===== src/mm3_pkg.sv =====
// ----------------------------------------------------------------------------
// mm3_pkg
// Shared types and constants of the MurmurHash3 x86_32 stream hash core.
// ----------------------------------------------------------------------------
package mm3_pkg;

    localparam logic [31:0] C1 = 32'hCC9E2D51;
    localparam logic [31:0] C2 = 32'h1B873593;
    localparam logic [31:0] N  = 32'hE6546B64;
    localparam logic [31:0] F1 = 32'h85EBCA6B;
    localparam logic [31:0] F2 = 32'hC2B2AE35;

    localparam logic [2:0] NB_NONE = 3'd0;
    localparam logic [2:0] NB_FULL = 3'd4;

    // One classified beat, as queued between the front and the back.
    typedef struct packed {
        logic [31:0] word;   // tail bytes above the count already cleared
        logic [2:0]  nb;     // byte count, clamped to 0..4
        logic        last;   // final beat of the message
        logic        err;    // a partial beat was dropped in this message
    } t_entry;

    typedef enum logic [2:0] {
        S_IDLE,
        S_MUL1,
        S_MUL2,
        S_FOLD,
        S_FIN1,
        S_FIN2,
        S_EMIT
    } t_back_state;

endpackage


===== src/mm3_front.sv =====
// ----------------------------------------------------------------------------
// mm3_front
// Accepts input beats, clamps the byte count, masks tail bytes, drops partial
// beats that are not last and tracks the order error of the message.
// ----------------------------------------------------------------------------
module mm3_front (
    input  logic                 i_clk,
    input  logic                 i_rst_n,
    input  logic                 i_in_valid,
    output logic                 o_in_stall,
    input  logic [31:0]          i_data_word,
    input  logic [2:0]           i_valid_bytes,
    input  logic                 i_last_word,
    input  logic                 i_q_full,
    output logic                 o_push,
    output mm3_pkg::t_entry      o_entry
);

    logic       r_err;
    logic       n_err;
    logic [2:0] nb;
    logic       accept;
    logic       drop;

    always_comb begin
        case (i_valid_bytes) inside
            [3'd5:3'd7]: nb = mm3_pkg::NB_FULL;
            default:     nb = i_valid_bytes;
        endcase
    end

    always_comb begin
        case (nb)
            3'd0:    o_entry.word = 32'h0000_0000;
            3'd1:    o_entry.word = {24'h00_0000, i_data_word[7:0]};
            3'd2:    o_entry.word = {16'h0000, i_data_word[15:0]};
            3'd3:    o_entry.word = {8'h00, i_data_word[23:0]};
            default: o_entry.word = i_data_word;
        endcase
        o_entry.nb   = nb;
        o_entry.last = i_last_word;
        o_entry.err  = r_err;
    end

    assign o_in_stall = i_q_full;
    assign accept     = i_in_valid && !i_q_full;
    assign drop       = !i_last_word && (nb != mm3_pkg::NB_FULL);
    assign o_push     = accept && !drop;

    always_comb begin
        n_err = r_err;
        if (accept) begin
            if (drop) begin
                n_err = 1'b1;
            end else if (i_last_word) begin
                n_err = 1'b0;
            end
        end
    end

    always_ff @(posedge i_clk) begin
        if (!i_rst_n) begin
            r_err <= 1'b0;
        end else begin
            r_err <= n_err;
        end
    end

endmodule


===== src/mm3_queue.sv =====
// ----------------------------------------------------------------------------
// mm3_queue
// Short first-in first-out queue of classified beats between front and back.
// ----------------------------------------------------------------------------
module mm3_queue #(
    parameter int DEPTH = 4
) (
    input  logic            i_clk,
    input  logic            i_rst_n,
    input  logic            i_push,
    input  mm3_pkg::t_entry i_entry,
    output logic            o_full,
    input  logic            i_pop,
    output logic            o_empty,
    output mm3_pkg::t_entry o_entry
);

    localparam int IDX_W = $clog2(DEPTH);
    localparam int CNT_W = $clog2(DEPTH + 1);

    mm3_pkg::t_entry  r_mem [DEPTH];
    logic [IDX_W-1:0] r_wptr;
    logic [IDX_W-1:0] r_rptr;
    logic [CNT_W-1:0] r_count;
    logic             do_push;
    logic             do_pop;

    assign o_full  = (r_count == CNT_W'(DEPTH));
    assign o_empty = (r_count == '0);
    assign do_push = i_push && !o_full;
    assign do_pop  = i_pop && !o_empty;
    assign o_entry = r_mem[r_rptr];

    always_ff @(posedge i_clk) begin
        if (do_push) begin
            r_mem[r_wptr] <= i_entry;
        end
    end

    always_ff @(posedge i_clk) begin
        if (!i_rst_n) begin
            r_wptr  <= '0;
            r_rptr  <= '0;
            r_count <= '0;
        end else begin
            if (do_push) begin
                r_wptr <= (r_wptr == IDX_W'(DEPTH - 1)) ? '0 : r_wptr + 1'b1;
            end
            if (do_pop) begin
                r_rptr <= (r_rptr == IDX_W'(DEPTH - 1)) ? '0 : r_rptr + 1'b1;
            end
            if (do_push && !do_pop) begin
                r_count <= r_count + 1'b1;
            end else if (do_pop && !do_push) begin
                r_count <= r_count - 1'b1;
            end
        end
    end

endmodule


===== src/mm3_back.sv =====
// ----------------------------------------------------------------------------
// mm3_back
// Sequencer around one shared 32x32 multiplier: scrambles each beat, folds it
// into the running hash, finalises on the last beat and holds the result.
// ----------------------------------------------------------------------------
module mm3_back (
    input  logic            i_clk,
    input  logic            i_rst_n,
    input  logic            i_seed_we,
    input  logic [31:0]     i_seed_wdata,
    input  logic            i_q_empty,
    input  mm3_pkg::t_entry i_entry,
    output logic            o_pop,
    output logic            o_out_valid,
    input  logic            i_out_stall,
    output logic [31:0]     o_hash,
    output logic            o_order_error
);

    mm3_pkg::t_back_state r_state;
    mm3_pkg::t_back_state n_state;

    logic [31:0] r_seed;
    logic [31:0] r_hash;
    logic [31:0] r_count;
    logic [31:0] r_acc;
    logic [31:0] r_word;
    logic [2:0]  r_nb;
    logic        r_last;
    logic        r_err;
    logic        r_out_valid;
    logic [31:0] r_out_hash;
    logic        r_out_err;

    logic [31:0] mul_a;
    logic [31:0] mul_b;
    logic [31:0] mul_p;
    logic        out_free;
    logic        load_out;
    logic [31:0] h_x;
    logic [31:0] h_r;
    logic [31:0] h_new;
    logic [31:0] count_new;

    assign out_free = !r_out_valid || !i_out_stall;

    // Next state
    always_comb begin
        n_state = r_state;
        case (r_state)
            mm3_pkg::S_IDLE: if (!i_q_empty) n_state = mm3_pkg::S_MUL1;
            mm3_pkg::S_MUL1: n_state = mm3_pkg::S_MUL2;
            mm3_pkg::S_MUL2: n_state = mm3_pkg::S_FOLD;
            mm3_pkg::S_FOLD: n_state = r_last ? mm3_pkg::S_FIN1 : mm3_pkg::S_IDLE;
            mm3_pkg::S_FIN1: n_state = mm3_pkg::S_FIN2;
            mm3_pkg::S_FIN2: n_state = mm3_pkg::S_EMIT;
            mm3_pkg::S_EMIT: if (out_free) n_state = mm3_pkg::S_IDLE;
            default:         n_state = mm3_pkg::S_IDLE;
        endcase
    end

    // Outputs of the sequencer: pop, result load and multiplier operands
    always_comb begin
        o_pop    = 1'b0;
        load_out = 1'b0;
        mul_a    = r_word;
        mul_b    = mm3_pkg::C1;
        case (r_state)
            mm3_pkg::S_IDLE: o_pop = !i_q_empty;
            mm3_pkg::S_MUL1: begin
                mul_a = r_word;
                mul_b = mm3_pkg::C1;
            end
            mm3_pkg::S_MUL2: begin
                mul_a = {r_acc[16:0], r_acc[31:17]};
                mul_b = mm3_pkg::C2;
            end
            mm3_pkg::S_FIN1: begin
                mul_a = r_acc ^ {16'h0000, r_acc[31:16]};
                mul_b = mm3_pkg::F1;
            end
            mm3_pkg::S_FIN2: begin
                mul_a = r_acc ^ {13'h0000, r_acc[31:13]};
                mul_b = mm3_pkg::F2;
            end
            mm3_pkg::S_EMIT: load_out = out_free;
            default: begin
                o_pop    = 1'b0;
                load_out = 1'b0;
            end
        endcase
    end

    assign mul_p = mul_a * mul_b;

    // Fold: full beat rotates and takes times five plus N, tail only xors, empty beat keeps the hash
    always_comb begin
        h_x = r_hash ^ r_acc;
        h_r = {h_x[18:0], h_x[31:19]};
        case (r_nb)
            mm3_pkg::NB_FULL: h_new = h_r + {h_r[29:0], 2'b00} + mm3_pkg::N;
            mm3_pkg::NB_NONE: h_new = r_hash;
            default:          h_new = h_x;
        endcase
        count_new = r_count + {29'h0000_0000, r_nb};
    end

    always_ff @(posedge i_clk) begin
        if (!i_rst_n) begin
            r_state     <= mm3_pkg::S_IDLE;
            r_seed      <= 32'h0000_0000;
            r_hash      <= 32'h0000_0000;
            r_count     <= 32'h0000_0000;
            r_out_valid <= 1'b0;
        end else begin
            r_state <= n_state;
            if (i_seed_we) begin
                r_seed <= i_seed_wdata;
                if (r_count == 32'h0000_0000) begin
                    r_hash <= i_seed_wdata;
                end
            end
            if (r_state == mm3_pkg::S_FOLD) begin
                if (r_last) begin
                    r_hash  <= r_seed;
                    r_count <= 32'h0000_0000;
                end else begin
                    r_hash  <= h_new;
                    r_count <= count_new;
                end
            end
            if (load_out) begin
                r_out_valid <= 1'b1;
            end else if (!i_out_stall) begin
                r_out_valid <= 1'b0;
            end
        end
    end

    // Payload registers
    always_ff @(posedge i_clk) begin
        if (o_pop) begin
            r_word <= i_entry.word;
            r_nb   <= i_entry.nb;
            r_last <= i_entry.last;
            r_err  <= i_entry.err;
        end
        case (r_state)
            mm3_pkg::S_MUL1,
            mm3_pkg::S_MUL2,
            mm3_pkg::S_FIN1,
            mm3_pkg::S_FIN2: r_acc <= mul_p;
            mm3_pkg::S_FOLD: r_acc <= h_new ^ count_new;
            default:         r_acc <= r_acc;
        endcase
        if (load_out) begin
            r_out_hash <= r_acc ^ {16'h0000, r_acc[31:16]};
            r_out_err  <= r_err;
        end
    end

    assign o_out_valid   = r_out_valid;
    assign o_hash        = r_out_hash;
    assign o_order_error = r_out_err;

endmodule


===== src/murmur3_32_stream_hash_core.sv =====
// Sequence: a beat is registered in the queue, then the back steps through
//   S_IDLE, S_MUL1, S_MUL2 and S_FOLD, a last beat on through S_FIN1, S_FIN2
//   and S_EMIT to o_out_valid. The back, with its shared multiplier, takes no
//   new beat until done with the last; a dropped partial beat is never queued.
// Reset (i_rst_n, synchronous, active low): seed and hash to zero, count and
//   error cleared, queue emptied, no result pending.
// ----------------------------------------------------------------------------
// murmur3_32_stream_hash_core
// MurmurHash3 x86_32 over a stream of little-endian 32-bit beats. The front
// classifies each beat and drops partial beats that come before the last; a
// short queue decouples it from the back, which mixes, folds and finalises
// with a single multiplier and holds the result in an output register.
// ----------------------------------------------------------------------------
module murmur3_32_stream_hash_core #(
    parameter int DEPTH = 4   // queue entries, 2 or more
) (
    input  logic        i_clk,
    input  logic        i_rst_n,
    // seed register write
    input  logic        i_seed_we,
    input  logic [31:0] i_seed_wdata,
    // input beats
    input  logic        i_in_valid,
    output logic        o_in_stall,
    input  logic [31:0] i_data_word,
    input  logic [2:0]  i_valid_bytes,
    input  logic        i_last_word,
    // result beats
    output logic        o_out_valid,
    input  logic        i_out_stall,
    output logic [31:0] o_hash,
    output logic        o_order_error
);

    mm3_pkg::t_entry front_entry;
    mm3_pkg::t_entry head_entry;
    logic            push;
    logic            pop;
    logic            q_full;
    logic            q_empty;

    // Front: clamp and mask each beat, drop partial beats, track the error
    mm3_front u_front (
        .i_clk         (i_clk),
        .i_rst_n       (i_rst_n),
        .i_in_valid    (i_in_valid),
        .o_in_stall    (o_in_stall),
        .i_data_word   (i_data_word),
        .i_valid_bytes (i_valid_bytes),
        .i_last_word   (i_last_word),
        .i_q_full      (q_full),
        .o_push        (push),
        .o_entry       (front_entry)
    );

    // Queue: hold classified beats while the back is busy
    mm3_queue #(
        .DEPTH (DEPTH)
    ) u_queue (
        .i_clk   (i_clk),
        .i_rst_n (i_rst_n),
        .i_push  (push),
        .i_entry (front_entry),
        .o_full  (q_full),
        .i_pop   (pop),
        .o_empty (q_empty),
        .o_entry (head_entry)
    );

    // Back: scramble, fold, finalise; seed lives here with the running hash
    mm3_back u_back (
        .i_clk         (i_clk),
        .i_rst_n       (i_rst_n),
        .i_seed_we     (i_seed_we),
        .i_seed_wdata  (i_seed_wdata),
        .i_q_empty     (q_empty),
        .i_entry       (head_entry),
        .o_pop         (pop),
        .o_out_valid   (o_out_valid),
        .i_out_stall   (i_out_stall),
        .o_hash        (o_hash),
        .o_order_error (o_order_error)
    );

endmodule

===== config.mk =====
export PLATFORM = sky130hd
export DESIGN_NAME = murmur3_32_stream_hash_core
export DESIGN_NICKNAME = d
export VERILOG_FILES = /design/src/mm3_pkg.sv /design/src/mm3_front.sv /design/src/mm3_queue.sv /design/src/mm3_back.sv /design/src/murmur3_32_stream_hash_core.sv
export SDC_FILE = /design/constraint.sdc
export NUM_CORES = 2
export LEC_CHECK = 0
export BUFFER_PORTS_ARGS = -buffer_cell sky130_fd_sc_hd__buf_2
export CAP_MARGIN = 20
export CORE_ASPECT_RATIO = 1.4
export CORE_MARGIN = 2
export CORE_UTILIZATION = 35
export CTS_CLUSTER_DIAMETER = 100
export DETAILED_ROUTE_END_ITERATION = 16
export PLACE_DENSITY = 0.55
export SYNTH_ARGS = -nofsm -noshare
export SYNTH_HDL_FRONTEND = slang
export SYNTH_SLANG_ARGS = --single-unit

===== constraint.sdc =====
create_clock -name i_clk -period 11.47 [get_ports i_clk]
set_input_delay 1.147 -clock i_clk [delete_from_list [all_inputs] [get_ports i_clk]]
set_output_delay 1.147 -clock i_clk [all_outputs]
set_load 0.005 [all_outputs]

==> results.py <==
metrics = {
    "outcome": {
        "status": "completed",
    },
    "worst_setup_path": {
        "crit_path_start_kind": "register",
        "reg2reg_depth": 29,
        "rrSetupSlack_ns": 1.70,
        "worstPathMaxFanout": 32,
        "timing.rr.end": "u_back.r_acc[31]",
        "crit_path_top_delay_cell": "a2111oi_0",
        "required_ns": 11.81,
        "worstPathArrival_ns": 10.11,
        "crit_path_end": "u_back.r_acc[31]",
        "end_kind": "register",
        "critPathMostFrequentCell": "fa_1",
        "startpoint": "u_back.r_state[1]",
        "r2r_start": "u_back.r_state[1]",
        "cpPeakStageDelay_ns": 0.69,
        "crit_type": "register to register",
    },
    "sta": {
        "fin_crit_sh": 0.851,
        "drv_slew": 0,
        "worst_pin_slew_ns": 1.11,
        "whs_ns": 0.446,
        "fin_ws_ns": 1.70,
        "skew_ns": 0.0386,
        "max_freq_mhz": 102,
        "rsz0062_at_grt": "no",
        "setup_viol": 0,
        "finalHoldViolCount": 0,
        "min_period_ns": 9.77,
        "max_slew_margin": 0.257,
        "fin_tns_setup_ns": 0,
    },
    "layout": {
        "multi_input_area_mm2": 0.0206,
        "fill_cells": 9474,
        "drive_gt1_frac": 0.0967,
        "mostFrequentLayoutCells": "inv_1 (577), fa_1 (394), nand2_1 (265), edfxtp_1 (250), nor2_1 (228)",
        "stdcell_count": 4567,
        "layout_commonest_cell": "inv_1",
        "areaGrowthSynthToFinish_pct": 9.83,
        "regArea_mm2": 0.00967,
        "nets": 3991,
    },
    "floorplanning": {
        "rows": 133,
        "die_w_um": 264,
        "die_h_um": 368,
        "core_area_mm2": 0.0939,
        "io_pins": 108,
        "die_area_mm2": 0.0970,
        "start_util": 0.352,
    },
    "synthesis": {
        "synth_warnings": 0,
        "synth-simple-area-share": 0.104,
        "synth_top_area_frac": 0.239,
        "synth-compound-area-share": 0.0891,
        "synth_area_mm2": 0.0331,
        "synth-seq-area-share": 0.292,
        "avgSynthCellArea_um2": 10.1,
        "syn_inst": 3270,
        "synth_area_leaders": "fa_1 (24%), edfxtp_1 (23%), ha_1 (7.7%)",
        "ys_seq_elements": 358,
        "synth_edf_count": 250,
        "synth_top_family_by_area": "adder cells",
        "yosys.cell_types.count": 77,
        "ys.flop_type": "edfxtp_1",
        "synth-xor-area-share": 0.0590,
        "synth_async_sr_flop_share": 0,
        "yosys.area_share.adder": 0.315,
        "yosysTopAreaCell": "fa_1",
        "synth_nets": 3940,
        "synth_mux_area_frac": 0.0549,
    },
    "clocking": {
        "clk_pin_slew_worst_paths_ns": 0.06,
        "cts_setup_buffers": 0,
        "cts_repair_resize_count": 0,
        "cts_hold_buf": 0,
        "cts_max_level": 2,
        "cts_tree": "done",
        "cts_buffer_depth": 3,
        "clk_latency_ns": 0.61,
        "numCtsBuffers": 39,
        "cts_root_buffer": "clkbuf_16",
        "cts_sinks": 358,
    },
    "drt": {
        "dr.pass1.iters": 7,
        "via_count": 23700,
        "drt-total-wl_mm": 118,
        "drt-vias-per-instance": 5.19,
        "route.detailed.drc": 0,
        "wl_per_cell_um": 25.9,
        "dr.first_iter.drc_count": 1985,
        "ant_nets": 0,
    },
    "global_route": {
        "grt_overflow": 0,
        "antenna_found_initial": 8,
        "grt_pass1_vias": 24700,
        "grt_max_degree": 71,
        "track_usage": 0.246,
        "grt_pass1_wl_mm": 171,
    },
    "placed_design": {
        "dp_slack_ns": 1.88,
        "dp_cells": 4494,
        "routabilityCongestion": 0.996,
        "dpl.hpwl_mm": 97.0,
        "port_buffers": 107,
    },
    "worst_hold_path": {
        "min-delay-start": "u_back.r_err",
        "hold_depth": 0,
        "hold_path_class": "register to register",
    },
    "flow_run": {
        "maxCapViolations": 0,
    },
}
-- cell usage after synthesis, types with 8 or more instances --
| cell type | instances |
|---|---|
| nand3_1 | 42 |
| ha_1 | 203 |
| inv_1 | 577 |
| mux2i_1 | 88 |
| xnor2_1 | 136 |
| o22ai_1 | 9 |
| buf_2 | 17 |
| o21a_1 | 31 |
| a21o_1 | 31 |
| a22oi_1 | 9 |
| nand4_1 | 8 |
| or3_1 | 18 |
| and2_1 | 41 |
| nor3_1 | 22 |
| nor4_1 | 9 |
| fa_1 | 394 |
| nand2_1 | 265 |
| buf_1 | 15 |
| a31oi_1 | 16 |
| dfxtp_1 | 108 |
| or2_2 | 12 |
| a21oi_1 | 125 |
| nand2b_1 | 13 |
| a211oi_1 | 47 |
| edfxtp_1 | 250 |
| and3_1 | 27 |
| nor2_1 | 234 |
| mux2_2 | 9 |
| mux4_2 | 37 |
| clkbuf_1 | 118 |
| nor2b_1 | 38 |
| xor2_1 | 79 |
| o21ai_0 | 141 |
-- state kept, by name (all words and copies together) (netlist names), 2 cells and up --
name / cells
u_back.o_hash: 32
u_back.r_acc: 32
u_back.r_count: 32
u_back.r_hash: 32
u_back.r_nb: 3
u_back.r_seed: 32
u_back.r_state: 3
u_back.r_word: 32
u_queue.r_count: 3
u_queue.r_mem: 148
u_queue.r_rptr: 2
u_queue.r_wptr: 2
-- worst max-delay path: cells and delay by family (launching register included) --
family / cells / cell delay (ns)
compound gates: 7 / 2.34
simple gates: 4 / 1.25
fa+ha+maj: 9 / 4.11
flops: 1 / 0.54
mux: 1 / 0.09
xor+xnor: 1 / 0.14
buf+inv: 7 / 1.02
-- per-layer routing --
metal / track usage / up-vias / wire (um)
met2: 0.414 / 861 / 57200
met5: 0 / - / 0
li1: - / 10800 / -
met1: 0.291 / 11800 / 45300
met4: 0.168 / 0 / 9400
met3: 0.0354 / 297 / 6410
-- cells by family after synthesis --
group / count (synthesis)
adders and majority gates: 597
AOI/OAI and AO/OA: 472
muxes: 134
and+or+nand+nor: 754
DFF: 358
buffers and inverters: 737
xor gates and xnor gates: 218
-- per-stage QoR --
step,area [um2],utilization
floorplan,33100,-
global placement,35000,0.373
detailed placement,35000,0.373
CTS,36300,0.387
global route,36300,0.387
finish,36300,0.387
-- worst min-delay path by stage --
stage	end	slack (ns)
final	u_back.o_order_error	0.45
after global routing	u_back.o_order_error	0.44
after detailed placement	u_back.o_order_error	0.43
after CTS	u_back.o_order_error	0.44
after global placement	u_back.o_order_error	0.40
after floorplan	u_back.o_order_error	0.40
-- cell type report --
| type | count | area share |
|---|---|---|
| timing repair buffer | 166 | 0.0273 |
| clock buffer | 51 | 0.0298 |
| inverter | 581 | 0.0601 |
| clock inverter | 20 | 0.00610 |
| tap | 1215 | 0.0419 |
| multi-input combinational | 2175 | 0.568 |
| antenna | 1 | 0.0000689 |
| sequential | 358 | 0.266 |
Power is not shown: default switching activity piles up to over one toggle a cycle in this logic, so the estimate is an artifact.
